## config.mk

```make
export PLATFORM = sky130hd
export DESIGN_NAME = i2c_master_bit_engine
export DESIGN_NICKNAME = d
export VERILOG_FILES = /design/src/rtl/i2cm_pkg.sv /design/src/rtl/i2cm_front.sv /design/src/rtl/i2cm_res_queue.sv /design/src/rtl/i2cm_engine.sv /design/src/rtl/i2c_master_bit_engine.sv
export VERILOG_INCLUDE_DIRS = /design/src /design/src/rtl
export SDC_FILE = /design/constraint.sdc
export NUM_CORES = 1
export LEC_CHECK = 0
export ABC_AREA = 1
export BUFFER_PORTS_ARGS = -buffer_cell sky130_fd_sc_hd__buf_2
export CAP_MARGIN = 20
export CELL_PAD_IN_SITES_DETAIL_PLACEMENT = 2
export CELL_PAD_IN_SITES_GLOBAL_PLACEMENT = 2
export CORE_ASPECT_RATIO = 0.7
export CORE_MARGIN = 3
export CORE_UTILIZATION = 35
export CTS_BUF_LIST = sky130_fd_sc_hd__clkbuf_8
export CTS_CLUSTER_SIZE = 24
export DETAILED_ROUTE_END_ITERATION = 8
export HOLD_SLACK_MARGIN = 0.05
export PLACE_DENSITY_LB_ADDON = 0.25
export SYNTH_ARGS = -nofsm -noshare
export SYNTH_HDL_FRONTEND = slang
export SYNTH_SLANG_ARGS = --single-unit
```

## constraint.sdc

```tcl
create_clock -name clk -period 5.2 [get_ports clk]
set_input_delay 0.26 -clock clk [delete_from_list [all_inputs] [get_ports clk]]
set_output_delay 0.26 -clock clk [all_outputs]
set_load 0.01 [all_outputs]
```

## src/rtl/i2c_master_bit_engine_assert.svh

```systemverilog
// ----------------------------------------------------------------------------
// I2C master bit engine assertion macros
// Property macros used by the top-level file to check the engine's internal logic.
// ----------------------------------------------------------------------------
`ifndef I2C_MASTER_BIT_ENGINE_ASSERT_SVH
`define I2C_MASTER_BIT_ENGINE_ASSERT_SVH

// The consequent must hold in the same cycle as the antecedent.
`define I2CM_ASSERT_IMP(label, ante, cons, msg) \
    label: assert property (@(posedge clk) disable iff (!rst_n) (ante) |-> (cons)) \
        else $error(msg);

// The consequent must hold in the cycle after the antecedent.
`define I2CM_ASSERT_NXT(label, ante, cons, msg) \
    label: assert property (@(posedge clk) disable iff (!rst_n) (ante) |=> (cons)) \
        else $error(msg);

`endif

```

## src/rtl/i2cm_pkg.sv

```systemverilog
// ----------------------------------------------------------------------------
// I2C master bit engine package
// Word types, command classes, engine phases and fixed constants.
// ----------------------------------------------------------------------------
package i2cm_pkg;

    // Operation codes as they arrive on the input word.
    localparam logic [2:0] OP_NONE      = 3'd0;
    localparam logic [2:0] OP_START     = 3'd1;
    localparam logic [2:0] OP_STOP      = 3'd2;
    localparam logic [2:0] OP_SEND      = 3'd3;
    localparam logic [2:0] OP_WAIT_ACK  = 3'd4;
    localparam logic [2:0] OP_READ_ACK  = 3'd5;
    localparam logic [2:0] OP_READ_NACK = 3'd6;
    localparam logic [2:0] OP_SCAN      = 3'd7;

    // Register word index, taken from paddr[2].
    localparam logic REG_HALF_PERIOD = 1'b0;
    localparam logic REG_ACK_TIMEOUT = 1'b1;

    localparam logic [15:0] HALF_PERIOD_RESET = 16'd2;
    localparam logic [7:0]  ACK_TIMEOUT_RESET = 8'd250;
    localparam logic [7:0]  LAST_SCAN_ADDRESS = 8'd254;
    localparam logic [3:0]  BITS_PER_BYTE     = 4'd8;

    typedef struct packed {
        logic [2:0] operation;
        logic [7:0] tx_byte;
        logic       sda_in;
    } in_t;

    typedef struct packed {
        logic       scl_level;
        logic       sda_level;
        logic       sda_is_input;
        logic       busy_res;
        logic       done_res;
        logic [7:0] rx_byte;
        logic       ack_failed;
        logic       scan_found;
        logic [7:0] found_address;
    } res_t;

    typedef enum logic [2:0] {
        CMD_NONE,
        CMD_START,
        CMD_STOP,
        CMD_SEND,
        CMD_WAIT_ACK,
        CMD_READ_ACK,
        CMD_READ_NACK,
        CMD_SCAN
    } cmd_t;

    // A classified tick as it sits in the front queue.
    typedef struct packed {
        cmd_t       cmd;
        logic [7:0] tx_byte;
        logic       sda_in;
    } item_t;

    typedef enum logic [4:0] {
        PH_IDLE,
        PH_ST_A,
        PH_ST_B,
        PH_SP_A,
        PH_SP_B,
        PH_SN_L,
        PH_SN_H,
        PH_WA_A,
        PH_WA_B,
        PH_WA_P,
        PH_RD_L,
        PH_RD_H,
        PH_RA_L,
        PH_RA_H
    } phase_t;

    // How a sub-sequence ended; the scan uses this to pick its next step.
    typedef enum logic [2:0] {
        END_START,
        END_STOP,
        END_SEND,
        END_WAIT_OK,
        END_OTHER
    } end_kind_t;

endpackage

```

## src/rtl/i2cm_front.sv

```systemverilog
// ----------------------------------------------------------------------------
// I2C master front end
// Accepts tick words, classifies the operation and queues them for the engine.
// ----------------------------------------------------------------------------
module i2cm_front
    import i2cm_pkg::*;
(
    input  logic  clk,
    input  logic  rst_n,
    input  logic  push,
    output logic  full,
    input  in_t   cmd_word,
    input  logic  deq,
    output logic  item_valid,
    output item_t item
);

    logic [1:0] count_reg, count_next;
    logic       wr_ptr_reg, wr_ptr_next;
    logic       rd_ptr_reg, rd_ptr_next;
    item_t      entry_reg [2];
    item_t      classified;
    logic       do_push;
    logic       do_pop;

    always_comb
    begin
        case (cmd_word.operation)
            OP_START:     classified.cmd = CMD_START;
            OP_STOP:      classified.cmd = CMD_STOP;
            OP_SEND:      classified.cmd = CMD_SEND;
            OP_WAIT_ACK:  classified.cmd = CMD_WAIT_ACK;
            OP_READ_ACK:  classified.cmd = CMD_READ_ACK;
            OP_READ_NACK: classified.cmd = CMD_READ_NACK;
            OP_SCAN:      classified.cmd = CMD_SCAN;
            default:      classified.cmd = CMD_NONE;
        endcase
        classified.tx_byte = cmd_word.tx_byte;
        classified.sda_in  = cmd_word.sda_in;
    end

    assign full       = (count_reg == 2'd2);
    assign item_valid = (count_reg != 2'd0);
    assign item       = entry_reg[rd_ptr_reg];
    assign do_push    = push && !full;
    assign do_pop     = deq && item_valid;

    always_comb
    begin
        count_next  = count_reg + {1'b0, do_push} - {1'b0, do_pop};
        wr_ptr_next = do_push ? !wr_ptr_reg : wr_ptr_reg;
        rd_ptr_next = do_pop  ? !rd_ptr_reg : rd_ptr_reg;
    end

    always_ff @(posedge clk or negedge rst_n)
    begin
        if (!rst_n)
        begin
            count_reg  <= 2'd0;
            wr_ptr_reg <= 1'b0;
            rd_ptr_reg <= 1'b0;
        end
        else
        begin
            count_reg  <= count_next;
            wr_ptr_reg <= wr_ptr_next;
            rd_ptr_reg <= rd_ptr_next;
        end
    end

    always_ff @(posedge clk)
    begin
        if (do_push)
        begin
            entry_reg[wr_ptr_reg] <= classified;
        end
    end

endmodule

```

## src/rtl/i2cm_res_queue.sv

```systemverilog
// ----------------------------------------------------------------------------
// I2C master result queue
// Two-entry queue holding finished result words until they are popped.
// ----------------------------------------------------------------------------
module i2cm_res_queue
    import i2cm_pkg::*;
(
    input  logic clk,
    input  logic rst_n,
    input  logic res_push,
    output logic res_full,
    input  res_t res_in,
    output logic empty,
    input  logic pop,
    output res_t res_word
);

    logic [1:0] count_reg, count_next;
    logic       wr_ptr_reg, wr_ptr_next;
    logic       rd_ptr_reg, rd_ptr_next;
    res_t       entry_reg [2];
    logic       do_push;
    logic       do_pop;

    assign res_full = (count_reg == 2'd2);
    assign empty    = (count_reg == 2'd0);
    assign res_word = entry_reg[rd_ptr_reg];
    assign do_push  = res_push && !res_full;
    assign do_pop   = pop && !empty;

    always_comb
    begin
        count_next  = count_reg + {1'b0, do_push} - {1'b0, do_pop};
        wr_ptr_next = do_push ? !wr_ptr_reg : wr_ptr_reg;
        rd_ptr_next = do_pop  ? !rd_ptr_reg : rd_ptr_reg;
    end

    always_ff @(posedge clk or negedge rst_n)
    begin
        if (!rst_n)
        begin
            count_reg  <= 2'd0;
            wr_ptr_reg <= 1'b0;
            rd_ptr_reg <= 1'b0;
        end
        else
        begin
            count_reg  <= count_next;
            wr_ptr_reg <= wr_ptr_next;
            rd_ptr_reg <= rd_ptr_next;
        end
    end

    always_ff @(posedge clk)
    begin
        if (do_push)
        begin
            entry_reg[wr_ptr_reg] <= res_in;
        end
    end

endmodule

```

## src/rtl/i2cm_engine.sv

```systemverilog
// ----------------------------------------------------------------------------
// I2C master bit engine core
// Advances the SCL/SDA sequencer by one tick per queued word and emits the
// pin levels and status for that tick.
// ----------------------------------------------------------------------------
module i2cm_engine
    import i2cm_pkg::*;
(
    input  logic        clk,
    input  logic        rst_n,
    input  logic        item_valid,
    input  item_t       item,
    output logic        deq,
    input  logic        res_full,
    output logic        res_push,
    output res_t        res_in,
    input  logic [15:0] half_period_ticks,
    input  logic [7:0]  ack_timeout
);

    phase_t      phase_reg, phase_next;
    logic [3:0]  bit_count_reg, bit_count_next;
    logic [7:0]  shift_byte_reg, shift_byte_next;
    logic [15:0] tick_timer_reg, tick_timer_next;
    logic [7:0]  wait_count_reg, wait_count_next;
    logic [7:0]  scan_address_reg, scan_address_next;
    logic        read_ack_choice_reg, read_ack_choice_next;
    logic [1:0]  flags_reg, flags_next;
    logic        scan_op_reg, scan_op_next;
    logic [7:0]  rx_byte_reg, rx_byte_next;
    logic [7:0]  found_reg, found_next;
    logic        scl_reg, scl_next;
    logic        sda_reg, sda_next;
    logic        rel_reg, rel_next;

    logic        step;
    logic        done_now;
    logic        sub_fire;
    end_kind_t   sub_kind;
    logic [15:0] tick_inc;
    logic [7:0]  shifted;
    logic [3:0]  bit_inc;

    assign step     = item_valid && !res_full;
    assign deq      = step;
    assign res_push = step;

    always_comb
    begin
        phase_next           = phase_reg;
        bit_count_next       = bit_count_reg;
        shift_byte_next      = shift_byte_reg;
        tick_timer_next      = tick_timer_reg;
        wait_count_next      = wait_count_reg;
        scan_address_next    = scan_address_reg;
        read_ack_choice_next = read_ack_choice_reg;
        flags_next           = flags_reg;
        scan_op_next         = scan_op_reg;
        rx_byte_next         = rx_byte_reg;
        found_next           = found_reg;
        scl_next             = scl_reg;
        sda_next             = sda_reg;
        rel_next             = rel_reg;
        done_now             = 1'b0;
        sub_fire             = 1'b0;
        sub_kind             = END_OTHER;
        tick_inc             = tick_timer_reg + 16'd1;
        shifted              = {shift_byte_reg[6:0], 1'b0};
        bit_inc              = bit_count_reg + 4'd1;

        if (phase_reg == PH_IDLE)
        begin
            if (item.cmd != CMD_NONE)
            begin
                scan_op_next    = (item.cmd == CMD_SCAN);
                tick_timer_next = 16'd0;
                case (item.cmd)
                    CMD_START:
                    begin
                        phase_next = PH_ST_A;
                        scl_next = 1'b1; sda_next = 1'b1; rel_next = 1'b0;
                    end
                    CMD_STOP:
                    begin
                        phase_next = PH_SP_A;
                        scl_next = 1'b0; sda_next = 1'b0; rel_next = 1'b0;
                    end
                    CMD_SEND:
                    begin
                        shift_byte_next = item.tx_byte;
                        bit_count_next  = 4'd0;
                        phase_next      = PH_SN_L;
                        scl_next = 1'b0; sda_next = item.tx_byte[7]; rel_next = 1'b0;
                    end
                    CMD_WAIT_ACK:
                    begin
                        wait_count_next = 8'd0;
                        phase_next      = PH_WA_A;
                        sda_next = 1'b1; rel_next = 1'b1;
                    end
                    CMD_READ_ACK, CMD_READ_NACK:
                    begin
                        read_ack_choice_next = (item.cmd == CMD_READ_ACK);
                        shift_byte_next      = 8'd0;
                        bit_count_next       = 4'd0;
                        phase_next           = PH_RD_L;
                        scl_next = 1'b0; sda_next = 1'b1; rel_next = 1'b1;
                    end
                    CMD_SCAN:
                    begin
                        flags_next[1]     = 1'b0;
                        scan_address_next = 8'd0;
                        phase_next        = PH_ST_A;
                        scl_next = 1'b1; sda_next = 1'b1; rel_next = 1'b0;
                    end
                    default:
                    begin
                        phase_next = PH_IDLE;
                    end
                endcase
            end
        end
        else if (phase_reg == PH_WA_P)
        begin
            if (!item.sda_in)
            begin
                flags_next[0] = 1'b0;
                scl_next = 1'b0; sda_next = 1'b1; rel_next = 1'b1;
                sub_fire = 1'b1;
                sub_kind = END_WAIT_OK;
            end
            else if (wait_count_reg >= ack_timeout)
            begin
                // Timeout: flag the failure and close the bus with one stop.
                flags_next[0]   = 1'b1;
                phase_next      = PH_SP_A;
                tick_timer_next = 16'd0;
                scl_next = 1'b0; sda_next = 1'b0; rel_next = 1'b0;
            end
            else
            begin
                wait_count_next = wait_count_reg + 8'd1;
            end
        end
        else if (tick_inc >= half_period_ticks)
        begin
            tick_timer_next = 16'd0;
            case (phase_reg)
                PH_ST_A:
                begin
                    phase_next = PH_ST_B;
                    scl_next = 1'b1; sda_next = 1'b0; rel_next = 1'b0;
                end
                PH_ST_B:
                begin
                    scl_next = 1'b0; sda_next = 1'b0; rel_next = 1'b0;
                    sub_fire = 1'b1;
                    sub_kind = END_START;
                end
                PH_SP_A:
                begin
                    phase_next = PH_SP_B;
                    scl_next = 1'b1; sda_next = 1'b1; rel_next = 1'b0;
                end
                PH_SP_B:
                begin
                    sub_fire = 1'b1;
                    sub_kind = END_STOP;
                end
                PH_SN_L:
                begin
                    phase_next = PH_SN_H;
                    scl_next = 1'b1; rel_next = 1'b0;
                end
                PH_SN_H:
                begin
                    shift_byte_next = shifted;
                    bit_count_next  = bit_inc;
                    if (bit_inc >= BITS_PER_BYTE)
                    begin
                        scl_next = 1'b0; rel_next = 1'b0;
                        sub_fire = 1'b1;
                        sub_kind = END_SEND;
                    end
                    else
                    begin
                        phase_next = PH_SN_L;
                        scl_next = 1'b0; sda_next = shifted[7]; rel_next = 1'b0;
                    end
                end
                PH_WA_A:
                begin
                    phase_next = PH_WA_B;
                    scl_next = 1'b1; sda_next = 1'b1; rel_next = 1'b1;
                end
                PH_WA_B:
                begin
                    phase_next = PH_WA_P;
                end
                PH_RD_L:
                begin
                    // The data bit is sampled on the tick SCL goes high.
                    phase_next      = PH_RD_H;
                    shift_byte_next = {shift_byte_reg[6:0], item.sda_in};
                    scl_next = 1'b1; sda_next = 1'b1; rel_next = 1'b1;
                end
                PH_RD_H:
                begin
                    bit_count_next = bit_inc;
                    if (bit_inc >= BITS_PER_BYTE)
                    begin
                        phase_next = PH_RA_L;
                        scl_next = 1'b0; sda_next = !read_ack_choice_reg; rel_next = 1'b0;
                    end
                    else
                    begin
                        phase_next = PH_RD_L;
                        scl_next = 1'b0; sda_next = 1'b1; rel_next = 1'b1;
                    end
                end
                PH_RA_L:
                begin
                    phase_next = PH_RA_H;
                    scl_next = 1'b1; rel_next = 1'b0;
                end
                PH_RA_H:
                begin
                    scl_next = 1'b0; rel_next = 1'b0;
                    rx_byte_next = shift_byte_reg;
                    sub_fire = 1'b1;
                    sub_kind = END_OTHER;
                end
                default:
                begin
                    phase_next = PH_IDLE;
                    done_now   = 1'b1;
                end
            endcase
        end
        else
        begin
            tick_timer_next = tick_inc;
        end

        // End of a sub-sequence: plain commands finish, a scan chains on.
        if (sub_fire)
        begin
            tick_timer_next = 16'd0;
            if (!scan_op_reg || sub_kind == END_OTHER)
            begin
                phase_next = PH_IDLE;
                done_now   = 1'b1;
            end
            else
            begin
                case (sub_kind)
                    END_START:
                    begin
                        shift_byte_next = scan_address_reg;
                        bit_count_next  = 4'd0;
                        phase_next      = PH_SN_L;
                        scl_next = 1'b0; sda_next = scan_address_reg[7]; rel_next = 1'b0;
                    end
                    END_SEND:
                    begin
                        wait_count_next = 8'd0;
                        phase_next      = PH_WA_A;
                        sda_next = 1'b1; rel_next = 1'b1;
                    end
                    END_WAIT_OK:
                    begin
                        found_next    = scan_address_reg;
                        flags_next[1] = 1'b1;
                        phase_next    = PH_IDLE;
                        done_now      = 1'b1;
                    end
                    default:
                    begin
                        if (scan_address_reg >= LAST_SCAN_ADDRESS)
                        begin
                            phase_next = PH_IDLE;
                            done_now   = 1'b1;
                        end
                        else
                        begin
                            scan_address_next = scan_address_reg + 8'd1;
                            phase_next        = PH_ST_A;
                            scl_next = 1'b1; sda_next = 1'b1; rel_next = 1'b0;
                        end
                    end
                endcase
            end
        end
    end

    always_comb
    begin
        res_in.scl_level     = scl_next;
        res_in.sda_level     = sda_next;
        res_in.sda_is_input  = rel_next;
        res_in.busy_res      = (phase_next != PH_IDLE);
        res_in.done_res      = done_now;
        res_in.rx_byte       = rx_byte_next;
        res_in.ack_failed    = flags_next[0];
        res_in.scan_found    = flags_next[1];
        res_in.found_address = found_next;
    end

    always_ff @(posedge clk or negedge rst_n)
    begin
        if (!rst_n)
        begin
            phase_reg           <= PH_IDLE;
            bit_count_reg       <= 4'd0;
            shift_byte_reg      <= 8'd0;
            tick_timer_reg      <= 16'd0;
            wait_count_reg      <= 8'd0;
            scan_address_reg    <= 8'd0;
            read_ack_choice_reg <= 1'b0;
            flags_reg           <= 2'd0;
            scan_op_reg         <= 1'b0;
            rx_byte_reg         <= 8'd0;
            found_reg           <= 8'd0;
            scl_reg             <= 1'b1;
            sda_reg             <= 1'b1;
            rel_reg             <= 1'b0;
        end
        else if (step)
        begin
            phase_reg           <= phase_next;
            bit_count_reg       <= bit_count_next;
            shift_byte_reg      <= shift_byte_next;
            tick_timer_reg      <= tick_timer_next;
            wait_count_reg      <= wait_count_next;
            scan_address_reg    <= scan_address_next;
            read_ack_choice_reg <= read_ack_choice_next;
            flags_reg           <= flags_next;
            scan_op_reg         <= scan_op_next;
            rx_byte_reg         <= rx_byte_next;
            found_reg           <= found_next;
            scl_reg             <= scl_next;
            sda_reg             <= sda_next;
            rel_reg             <= rel_next;
        end
    end

endmodule

```

## src/rtl/i2c_master_bit_engine.sv

```systemverilog
// ----------------------------------------------------------------------------
// I2C master bit engine
// Tick-driven I2C master sequencer with queue-style word ports and an APB
// configuration port.
// ----------------------------------------------------------------------------
// Each input word is one timer tick carrying an optional command and the
// sampled SDA level; each accepted word yields exactly one result word with
// the SCL/SDA levels to drive and the command status for that tick. The block
// sustains one word per clock cycle while the result queue has room: the engine
// updates its sequencer state once per tick, and two-entry queues in front of
// and behind it let the input and result sides stall independently. A word
// passes through the front queue and then the result queue before it appears
// on the result side. The half period (address 0x0) and acknowledge timeout
// (address 0x4) should only be written while no tick is in flight.
`include "i2c_master_bit_engine_assert.svh"

module i2c_master_bit_engine
    import i2cm_pkg::*;
(
    input  logic        clk,
    input  logic        rst_n,
    input  logic        push,
    output logic        full,
    input  in_t         cmd_word,
    output logic        empty,
    input  logic        pop,
    output res_t        res_word,
    input  logic        psel,
    input  logic        penable,
    input  logic        pwrite,
    input  logic [2:0]  paddr,
    input  logic [31:0] pwdata,
    output logic [31:0] prdata,
    output logic        pready
);

    logic [15:0] half_period_reg;
    logic [7:0]  ack_timeout_reg;
    logic        cfg_write;

    logic        item_valid;
    item_t       item;
    logic        deq;
    logic        res_full;
    logic        res_push;
    res_t        res_in;

    assign pready    = 1'b1;
    assign cfg_write = psel && penable && pwrite && pready;

    always_ff @(posedge clk or negedge rst_n)
    begin
        if (!rst_n)
        begin
            half_period_reg <= HALF_PERIOD_RESET;
            ack_timeout_reg <= ACK_TIMEOUT_RESET;
        end
        else if (cfg_write)
        begin
            if (paddr[2] == REG_HALF_PERIOD)
            begin
                half_period_reg <= pwdata[15:0];
            end
            else
            begin
                ack_timeout_reg <= pwdata[7:0];
            end
        end
    end

    always_comb
    begin
        if (paddr[2] == REG_ACK_TIMEOUT)
        begin
            prdata = {24'd0, ack_timeout_reg};
        end
        else
        begin
            prdata = {16'd0, half_period_reg};
        end
    end

    i2cm_front u_front (
        .clk        (clk),
        .rst_n      (rst_n),
        .push       (push),
        .full       (full),
        .cmd_word   (cmd_word),
        .deq        (deq),
        .item_valid (item_valid),
        .item       (item)
    );

    i2cm_engine u_engine (
        .clk               (clk),
        .rst_n             (rst_n),
        .item_valid        (item_valid),
        .item              (item),
        .deq               (deq),
        .res_full          (res_full),
        .res_push          (res_push),
        .res_in            (res_in),
        .half_period_ticks (half_period_reg),
        .ack_timeout       (ack_timeout_reg)
    );

    i2cm_res_queue u_res_queue (
        .clk      (clk),
        .rst_n    (rst_n),
        .res_push (res_push),
        .res_full (res_full),
        .res_in   (res_in),
        .empty    (empty),
        .pop      (pop),
        .res_word (res_word)
    );

    // The engine must never hand a word to a full result queue.
    `I2CM_ASSERT_IMP(a_no_res_overflow, res_push, !res_full, "result queue overflow")

    // A word accepted at the input is visible to the engine on the next cycle.
    `I2CM_ASSERT_NXT(a_accept_reaches_engine, push && !full, item_valid,
                     "accepted word missing from front queue")

    // A completing tick always reports the engine as no longer busy.
    `I2CM_ASSERT_IMP(a_done_not_busy, res_push && res_in.done_res, !res_in.busy_res,
                     "done reported while busy")

endmodule
```

==> results by group, run 1 <==
CTS
  • Num Clock Sinks: 174
  • H-tree depth: 4
  • CTS root buf: clkbuf_8
  • CTS tree: done
  • Clock transition at path regs: 100 ps
  • Clock Latency Late Sink: 480 ps
  • Clk buf depth: 2
  • CTS buffer count: 17

Logic synthesis
  • Ys flop type: dfrtp_1
  • Area leader, netlist: dfrtp_1
  • Synth cell types: 52
  • Post-synth ARST share: 59.77%
  • EDFF count, synth: 70
  • Top post-synthesis cells by area: dfrtp_1, edfxtp_1, nand2_1
  • Post-synth top area share: 24.42%
  • Mapped Cells: 1191
  • Sequential area share after synthesis: 48.44%
  • Mapped Avg Cell Area: 8.173 um2
  • Most common cell in the netlist: nand2_1
  • FF+latch count, synth: 174
  • Cell Area, Synth: 0.009734 mm2
  • Post-synth top cells: nand2_1, inv_1, dfrtp_1
  • Synth warn: 0

Critical path
  • Critical path buffers and inverters: 1
  • CP Data Required Time: 5600 ps
  • Worst-path cell chain: ha_1, nand4_1, nor2_1, nand3_1, nor2_1, nand4_1, nand3b_1, or2_2, nand2_1, inv_1, ha_1, nand4_1, a21oi_1, nor2_1, nand2_1, nand2_1, nand2_1, nor2_1, nand3b_2, nand2b_1, o21ai_0
  • CP max FO: 16
  • Critical Path Sink Type: flip-flop
  • CP delay by family, top: simple AND/OR/NAND/NOR gates
  • Startpoint type of the worst setup path: flip-flop
  • Crit path max-delay cell type: dfrtp_1
  • CP peak stage delay: 450 ps
  • Worst EP arrival: 4970 ps
  • Kind of critical path: flip-flop to flip-flop

Final layout
  • Area growth, synth to finish: 14.05%
  • Antenna diodes: 0
  • Fill cells: 3146
  • Core Util, Final: 41.08%
  • Max reg flops: 46
  • # nets final: 1376
  • Layout cell share with drive strength beyond 1: 14.98%

Placed design
  • PortBufs: 76
  • Final HPWL DP: 22.09 mm
  • Worst slack, placed: 618.4 ps
  • Gpl congestion: 0.8729

Die
  • Initial core utilization: 36.02%
  • Die X: 205.3 um
  • I/O Pins: 112
  • Die ar.: 0.02988 mm2
  • Die Ht: 145.5 um
  • Row count: 50
  • Core ar.: 0.02703 mm2

Drt
  • Routed wire length: 30.20 mm
  • First-pass DRT Iterations: 4
  • Via density: 5.042
  • Wire per inst: 18.13 um
  • Starting DRT DRC Count: 467
  • Vias: 8400
  • DRC: 0
  • Antenna Nets Post-Route: 0

Run status
  • Outcome: finished, final reports clean

Timing
  • Tightest Pin Transition: 905.3 ps
  • Slew Limit Fails: 0
  • Relative slew slack: 39.65%
  • Final setup vio count: 0
  • Min setup slack post-route: 630.3 ps
  • RSZ-0062 raised after global routing: no
  • Final setup TNS: 0 ps
  • Fmax: 218.8 MHz
  • Final Hold Viols: 0
  • Period utilization: 87.88%
  • Min Tclk post-route: 4570 ps
  • Clock Skews: 21.17 ps

Global route
  • Met2 Use GR: 31.70%
  • Met1 usage: 31.82%
  • Gr busiest metal: met1
  • Met3 usage: 3.108%
  • GRT overflow: 0
  • Largest net degree at the start of global routing: 62
  • First-pass GRT wire length: 49.54 mm
  • Vias in the first global route: 8923
  • GRT Resource Usage Total: 20.80%
  • Initial antenna violation count: 1

Min path
  • Hold Crit Class: input port to flip-flop

Power
  • Worst vdd ir: 0.3245 mV
  • PwrDens: 510.5 mW/mm2
  • Leakage: 5.331 nW

Flow run
  • MaxCap Viol Count: 0
[logic make-up after synthesis]
kind of cell / after synthesis / synth area share [%]
adder cells (fa/ha/maj): 33 / 4.242
flip-flops: 174 / 48.44
AND/OR/NAND/NOR: 541 / 23.91
AO/OA/AOI/OAI: 204 / 12.33
other: 2 / 0.07715
XOR/XNOR: 17 / 1.530
buffers and inverters: 220 / 9.473
[layout make-up]
| type | instances | area (um2) | area share (%) |
|---|---|---|---|
| Tap cell | 364 | 455.4 | 4.102 |
| Sequential cell | 174 | 4716 | 42.48 |
| Clock buffer | 18 | 247.7 | 2.231 |
| Inverter | 165 | 624.3 | 5.624 |
| Multi-Input combinational cell | 812 | 4159 | 37.46 |
| Clock inverter | 14 | 110.1 | 0.9918 |
| Timing Repair Buffer | 119 | 789.5 | 7.111 |
[through the flow]
step           area (um2)  hold slack [ps]  power (mW)  instances
2_1_floorplan        9791           -35.59       3.798       1206
3_3_place_gp        10420            427.9       4.638       1602
3_5_place_dp        10420            435.1       4.765       1602
4_1_cts             11070            239.3       5.714       1663
5_1_grt             11100            305.0       6.156       1666
6_report            11100            273.5       5.668       1666
[routing by layer]
metal | part of all wire [%] | wire (um)
met5 | 0 | 0
met4 | 0.66 | 199
met3 | 2.4 | 729
met2 | 44 | 13310
met1 | 53 | 15960
[layout by cell type (no fill, tap or decap), types with 6 or more instances in the layout]
master / instances
edfxtp_1: 70
inv_1: 145
nand4_1: 13
o21ai_0: 87
nand2_2: 7
dlygate4sd3_1: 29
o22ai_1: 27
nor2_2: 10
a21oi_1: 30
nor2_1: 77
buf_2: 75
o211ai_1: 13
nor3_1: 9
buf_4: 13
inv_2: 18
xor2_1: 14
ha_1: 33
conb_1: 17
nand3_1: 54
clkbuf_8: 18
o211ai_2: 6
o21ai_1: 22
dfrtp_1: 95
or2_2: 8
dfstp_2: 9
nand2_1: 343
o2111ai_1: 6
[final timing paths]
kind,end,depth (start not counted),slack (ps),startpoint
max,u_engine.tick_timer_reg[15]$_DFFE_PN0P_,21,630,u_engine.tick_timer_reg[0]$_DFFE_PN0P_
min,u_front.count_reg[0]$_DFF_PN0_,4,270,push
max reg2reg,u_engine.tick_timer_reg[15]$_DFFE_PN0P_,21,630,u_engine.tick_timer_reg[0]$_DFFE_PN0P_
min reg2reg,u_engine.rx_byte_reg[2]$_DFFE_PN0P_,2,490,u_engine.rx_byte_reg[2]$_DFFE_PN0P_
max in group asynchronous,u_engine.wait_count_reg[5]$_DFFE_PN0P_,3,3570,rst_n
min in group asynchronous,u_engine.rx_byte_reg[1]$_DFFE_PN0P_,2,440,rst_n
[report_power, final]
group	internal [mW]	switching, mW	leakage (nW)
Combinational	0.776	1.82	3.14
Clock	0.352	0.555	0.182
Sequential	1.90	0.270	2.01
[timing repair]
action | CTS | global route
gates resized for setup | 0 | 0
endpoints found under the hold margin | 100 | 0
hold buffers | 29 | 0
buffers inserted | 0 | 0
[worst min-delay path, cell delays in order]
cell,delay (ps)
buf_2,70
o21ai_0,140
inv_1,110
ha_1,130
No activity file was read; power rests on OpenSTA's default activity.
==> inputs of run 2 (changes only) <==
CORE_MARGIN = unset   (was 3)
CORE_UTILIZATION = 39   (was 35)
==> run 2 against run 1 <==
Register-to-register slack worse by 300 ps. Via count increased by 2.0%. Critical path depth decreased by 1. Global-route usage up 4.8 points. Sequential share of layout area about the same. Combinational power about the same. Hold slack better by 4.8 ps. Critical endpoint is now u_res_queue.entry_reg[1][21]$_DFFE_PP_. Largest cell class unchanged. Highest routed layer unchanged.
==> results by group, run 2 (same netlist as run 1, synthesis figures left out) <==
Timing
  • Min Tclk post-route: 4872 ps (+301.8 ps)
  • Fmax: 205.3 MHz (-6.2%)
  • Period utilization: 93.68% (+5.8 points)
  • Clock Skews: 16.14 ps (-5.026 ps)
  • RSZ-0062 raised after global routing: no
  • Relative slew slack: 30.34% (-9.3 points)
  • Final Hold Viols: 0 (unchanged)
  • Slew Limit Fails: 0 (unchanged)
  • Min setup slack post-route: 328.5 ps (-301.8 ps)
  • Final setup TNS: 0 ps (unchanged)
  • Final setup vio count: 0 (unchanged)
  • Tightest Pin Transition: 1041 ps (+135.7 ps)

Drt
  • Routed wire length: 31.44 mm (+4.1%)
  • Via density: 5.293 (+5.0%)
  • Vias: 8569 (+2.0%)
  • First-pass DRT Iterations: 8 (+4)
  • Antenna Nets Post-Route: 0 (unchanged)
  • DRC: 0 (unchanged)
  • Starting DRT DRC Count: 448 (-4.1%)
  • Wire per inst: 19.42 um (+7.1%)

Global route
  • Initial antenna violation count: 1 (unchanged)
  • Largest net degree at the start of global routing: 77 (+24%)
  • GRT Resource Usage Total: 25.62% (+4.8 points)
  • Vias in the first global route: 9419 (+5.6%)
  • GRT overflow: 0 (unchanged)
  • First-pass GRT wire length: 50.60 mm (+2.2%)

Min path
  • Hold Crit Class: input port to asynchronous set/reset pin

CTS
  • CTS buffer count: 17 (unchanged)
  • CTS tree: done
  • Num Clock Sinks: 174 (unchanged)
  • Clk buf depth: 2 (unchanged)
  • CTS root buf: clkbuf_8
  • Clock transition at path regs: 100 ps (about the same)
  • Clock Latency Late Sink: 500 ps (+20 ps)
  • H-tree depth: 4 (unchanged)
  • Postcts setup bufs: 0 (unchanged)

Placed design
  • Placed insts: 1555 (-2.9%)
  • Worst slack, placed: 437.7 ps (-180.7 ps)
  • DP Area: 0.01035 mm2 (-0.62%)
  • PortBufs: 76 (unchanged)
  • Gpl congestion: 0.8823 (+1.1%)
  • Final HPWL DP: 22.63 mm (+2.4%)

Critical path
  • CP max FO: 14 (-2)
  • CP peak stage delay: 460 ps (about the same)
  • Critical Path Sink Type: flip-flop
  • Kind of critical path: flip-flop to flip-flop
  • CP Data Required Time: 5420 ps (-180 ps)
  • Startpoint type of the worst setup path: flip-flop
  • Crit path max-delay cell type: dfrtp_1
  • Worst-path cell chain: ha_1, nand4_1, nor2_1, nand3_1, nor2_1, nand4_1, nand3b_1, or2_2, nand2_1, inv_1, ha_1, nand2_1, o21ai_0, nor2_1, nand2_1, a21oi_1, nand3_4, nand2_2, o21ai_0, a21boi_0
  • Worst EP arrival: 5090 ps (+120 ps)

Die
  • Row count: 47 (-6.0%)
  • Die Ht: 134.2 um (-7.8%)
  • Initial core utilization: 40.47% (+4.5 points)
  • Core ar.: 0.02405 mm2 (-11%)
  • I/O Pins: 112 (unchanged)
  • Die ar.: 0.02561 mm2 (-14%)
  • Die X: 190.8 um (-7.1%)

Final layout
  • Layout cell share with drive strength beyond 1: 14.99% (about the same)
  • Most common cell after layout, fill and taps aside: nand2_1
  • Commonest cells after routing, fill and taps aside: nand2_1, inv_1, dfrtp_1
  • Final cell count without fillers: 1619 (-2.8%)
  • Antenna diodes: 0 (unchanged)
  • # nets final: 1375 (-0.073%)
  • Layout Cell Area excl Fill: 0.01111 mm2 (about the same)
  • Area growth, synth to finish: 14.14% (about the same)
  • Core Util, Final: 46.19% (+5.1 points)
  • Max reg flops: 46 (unchanged)

Power
  • PwrDens: 524.3 mW/mm2 (+2.7%)
  • Worst vdd ir: 0.3734 mV (+15%)
  • Leakage: 5.354 nW (+0.44%)

Run status
  • Outcome: finished, final reports clean

Flow run
  • MaxCap Viol Count: 0 (unchanged)
==> run 2: area by class of cell <==
| type | instances | area (um2) |
|---|---|---|
| Multi-Input combinational cell | 812 | 4167 |
| Timing Repair Buffer | 118 | 798.3 |
| Inverter | 165 | 624.3 |
| Sequential cell | 174 | 4716 |
| Tap cell | 318 | 397.9 |
| Clock inverter | 12 | 132.6 |
| Fill cell | 2711 | 12940 |
| Clock buffer | 20 | 275.3 |
==> run 2: critical path, delay by kind of cell, from the launching register on <==
family	cells	cell delay, ps
flops	1	460
compound gates	4	1110
buf+inv	1	50
simple gates	13	2430
fa+ha+maj	2	540
==> run 2: worst paths after layout <==
path	start	end	slack, ps	cells after the start
max	u_engine.tick_timer_reg[0]$_DFFE_PN0P_	u_res_queue.entry_reg[1][21]$_DFFE_PP_	330	20
min	rst_n	u_engine.wait_count_reg[4]$_DFFE_PN0P_	280	2
max reg2reg	u_engine.tick_timer_reg[0]$_DFFE_PN0P_	u_res_queue.entry_reg[1][21]$_DFFE_PP_	330	20
min reg2reg	half_period_reg[6]$_DFFE_PN0P_	half_period_reg[6]$_DFFE_PN0P_	500	2
max in group asynchronous	rst_n	u_engine.scl_reg$_DFFE_PN1P_	3790	4
min in group clk	push	u_front.count_reg[0]$_DFF_PN0_	290	4
==> run 2: power breakdown <==
| part | switching [mW] | leakage, nW | internal, mW |
|---|---|---|---|
| clock network | 0.555 | 0.204 | 0.469 |
| logic | 1.84 | 3.14 | 0.777 |
| registers | 0.283 | 2.01 | 1.90 |
==> run 2: timing repair <==
item | in CTS | in global routing
gates resized for setup | 0 | 2
hold buffers | 29 | 0
endpoints found under the setup margin | 0 | 6
hold endpoints to repair | 115 | 0
==> run 2: metal layers <==
| metal | routed length, um | track usage (%) |
|---|---|---|
| met5 | 0 | 0 |
| met4 | 390 | 6.756 |
| met2 | 14550 | 40.90 |
| met3 | 1125 | 4.631 |
| met1 | 15370 | 35.71 |
==> run 2: through the flow <==
step	total power [mW]	hold WS (ps)
after detailed placement	4.774	452.1
after global routing	6.227	295.6
after CTS	5.838	218.4
after global placement	4.598	447.3
after floorplan	3.798	-35.59
final	5.825	278.3
==> inputs of run 3 (changes only) <==
clock period = 5.61 ns   (was 5.2 ns; I/O delays follow)
==> run 3 against run 2 <==
Count of clock-buffer cells in the layout unchanged. Highest routed layer unchanged. Combinational power down 7.6%. Final area down 0.39%. Maximum frequency up 0.43%. Total power down 7.6%. First-iteration DRC count down 5.1%. Sequential power down 7%. Hold slack worse by 29 ps. Global-route usage up 0.39 points. Sequential cell count unchanged.
==> results by group, run 3 (same netlist as run 1, synthesis figures left out) <==
Timing
  • Fmax: 206.2 MHz (+0.43%)
  • Final setup vio count: 0 (unchanged)
  • Relative slew slack: 41.50% (+11 points)
  • Min Tclk post-route: 4851 ps (-20.75 ps)
  • Min setup slack post-route: 759.2 ps (+430.7 ps)
  • Period utilization: 86.47% (-7.2 points)
  • Final setup TNS: 0 ps (unchanged)
  • Slew Limit Fails: 0 (unchanged)
  • RSZ-0062 raised after global routing: no
  • Clock Skews: 16.67 ps (+0.5296 ps)
  • Tightest Pin Transition: 877.6 ps (-163.5 ps)
  • Final Hold Viols: 0 (unchanged)

CTS
  • Clk buf depth: 2 (unchanged)
  • CTS root buf: clkbuf_8
  • Cts repair resizes: 0 (unchanged)
  • H-tree depth: 4 (unchanged)
  • CTS tree: done
  • CTS buffer count: 17 (unchanged)
  • Postcts setup bufs: 0 (unchanged)
  • Clock Latency Late Sink: 510 ps (about the same)
  • Num Clock Sinks: 174 (unchanged)
  • Clock transition at path regs: 100 ps (about the same)

Critical path
  • CP Data Required Time: 5850 ps (+430 ps)
  • Kind of critical path: flip-flop to flip-flop
  • Reg-to-reg endpoint: u_res_queue.entry_reg[0][19]$_DFFE_PP_
  • RR Startpoint: u_engine.tick_timer_reg[0]$_DFFE_PN0P_
  • CP max FO: 14 (unchanged)
  • Register-to-Register Path Depth: 22 (+10%)
  • CP Capture Point: u_res_queue.entry_reg[0][19]$_DFFE_PP_
  • Worst R2R Setup Slack: 760 ps (+430 ps)
  • Worst EP arrival: 5090 ps (about the same)
  • Critical Path Sink Type: flip-flop
  • Startpoint type of the worst setup path: flip-flop
  • Crit path from: u_engine.tick_timer_reg[0]$_DFFE_PN0P_

Placed design
  • Worst slack, placed: 770.9 ps (+333.2 ps)
  • PortBufs: 76 (unchanged)
  • Placed insts: 1552 (-0.19%)
  • Gpl congestion: 0.9099 (+3.1%)
  • Final HPWL DP: 22.86 mm (+1.0%)

Die
  • Die ar.: 0.02561 mm2 (unchanged)
  • I/O Pins: 112 (unchanged)
  • Initial core utilization: 40.47% (unchanged)
  • Row count: 47 (unchanged)
  • Die X: 190.8 um (unchanged)
  • Die Ht: 134.2 um (unchanged)
  • Core ar.: 0.02405 mm2 (unchanged)

Drt
  • Vias: 8558 (-0.13%)
  • Via density: 5.296 (about the same)
  • Routed wire length: 32.10 mm (+2.1%)
  • Starting DRT DRC Count: 425 (-5.1%)
  • Wire per inst: 19.86 um (+2.3%)
  • DRC: 0 (unchanged)
  • First-pass DRT Iterations: 5 (-3)
  • Antenna Nets Post-Route: 0 (unchanged)

Final layout
  • Core Util, Final: 46.01% (-0.18 points)
  • Antenna diodes: 0 (unchanged)
  • Layout cell share with drive strength beyond 1: 14.71% (-0.27 points)
  • Area growth, synth to finish: 13.69%
  • Final cell count without fillers: 1616 (-0.19%)
  • # nets final: 1372 (-0.22%)
  • Commonest cells after routing, fill and taps aside: nand2_1, inv_1, dfrtp_1
  • Fill cells: 2762 (+1.9%)
  • Max reg flops: 46 (unchanged)
  • Most common cell after layout, fill and taps aside: nand2_1

Global route
  • Vias in the first global route: 9307 (-1.2%)
  • Largest net degree at the start of global routing: 61 (-21%)
  • First-pass GRT wire length: 51.01 mm (+0.80%)
  • Initial antenna violation count: 1 (unchanged)
  • GRT Resource Usage Total: 26.01% (+0.39 points)
  • GRT overflow: 0 (unchanged)

Flow run
  • MaxCap Viol Count: 0 (unchanged)

Power
  • PwrDens: 486.2 mW/mm2 (-7.3%)
  • Worst vdd ir: 0.2651 mV (-29%)
  • Leakage: 5.332 nW (-0.41%)

Run status
  • Outcome: finished, final reports clean

Min path
  • Hold Crit Class: input port to flip-flop
## run 3: cell types whose count changed in the layout (fill, tap and decap cells not counted)
cell / before / now
buf_4: 12 / 8
buf_6: 0 / 2
buf_16: 1 / 0
clkinv_1: 2 / 1
clkinv_4: 1 / 0
clkinvlp_4: 2 / 3
inv_1: 144 / 145
nor2_1: 76 / 77
nor2_4: 4 / 3
## run 3: where the power goes
part	total [mW]	switching [mW]	internal [mW]
sequential	2.02	0.263	1.76
clock	0.940	0.507	0.433
combinational	2.42	1.71	0.709
## run 3: timing repair
| item | CTS | global route |
|---|---|---|
| hold buffers | 29 | 0 |
| hold endpoints to repair | 103 | 0 |
| endpoints found under the setup margin | 0 | 0 |
## run 3: through the flow
step	cell area [um2]	power (mW)	hold WS, ps
after detailed placement	10330	4.407	431.1
after global routing	11070	5.743	322.0
after global placement	10330	4.242	435.8
after floorplan	9791	3.520	-15.09
final	11070	5.381	249.3
after CTS	11030	5.382	234.0
## run 3: area by class of cell
| type | count | area [um2] | area share (%) |
|---|---|---|---|
| sequential | 174 | 4716 | 42.61 |
| clock inverter | 12 | 131.4 | 1.187 |
| clock buffer | 20 | 275.3 | 2.487 |
| timing repair buffer | 115 | 763.2 | 6.897 |
| tap | 318 | 397.9 | 3.595 |
| inverter | 165 | 624.3 | 5.642 |
| multi-input combinational | 812 | 4159 | 37.58 |
## run 3: critical path: stages (launching register included)
cell	delay, ps
dfrtp_1	450
ha_1	250
nand4_1	140
nor2_1	190
nand3_1	120
nor2_1	230
nand4_1	160
nand3b_1	220
or2_2	290
nand2_1	100
inv_1	60
ha_1	290
nand2_1	60
o21ai_0	240
nor2_1	120
nand2_1	410
nand2_1	160
nand2_1	220
nor2_1	150
nand3_1	140
o21ai_0	180
nor3_1	280
nand2_1	110
## run 3: metal layers
layer	track usage, %	wire, um	share of wire [%]	vias to the layer above
met2	42.71	15250	48	133
met1	36.33	15610	49	4367
met4	5.911	292	0.91	0
met3	3.611	945	2.9	23
li1	-	-	-	4035
met5	0	0	0	-
## run 3: how the worst min path moves through the flow
stage	slack [ps]	start	depth (start not counted)	end
after global placement	440	rst_n	1	half_period_reg[2]$_DFFE_PN0P_
after CTS	230	push	4	u_front.count_reg[0]$_DFF_PN0_
final	250	pop	3	u_res_queue.rd_ptr_reg$_DFFE_PN0P_
after floorplan	-20	rst_n	0	ack_timeout_reg[0]$_DFFE_PN0P_
after global routing	320	pop	3	u_res_queue.rd_ptr_reg$_DFFE_PN0P_
after detailed placement	430	rst_n	1	half_period_reg[2]$_DFFE_PN0P_
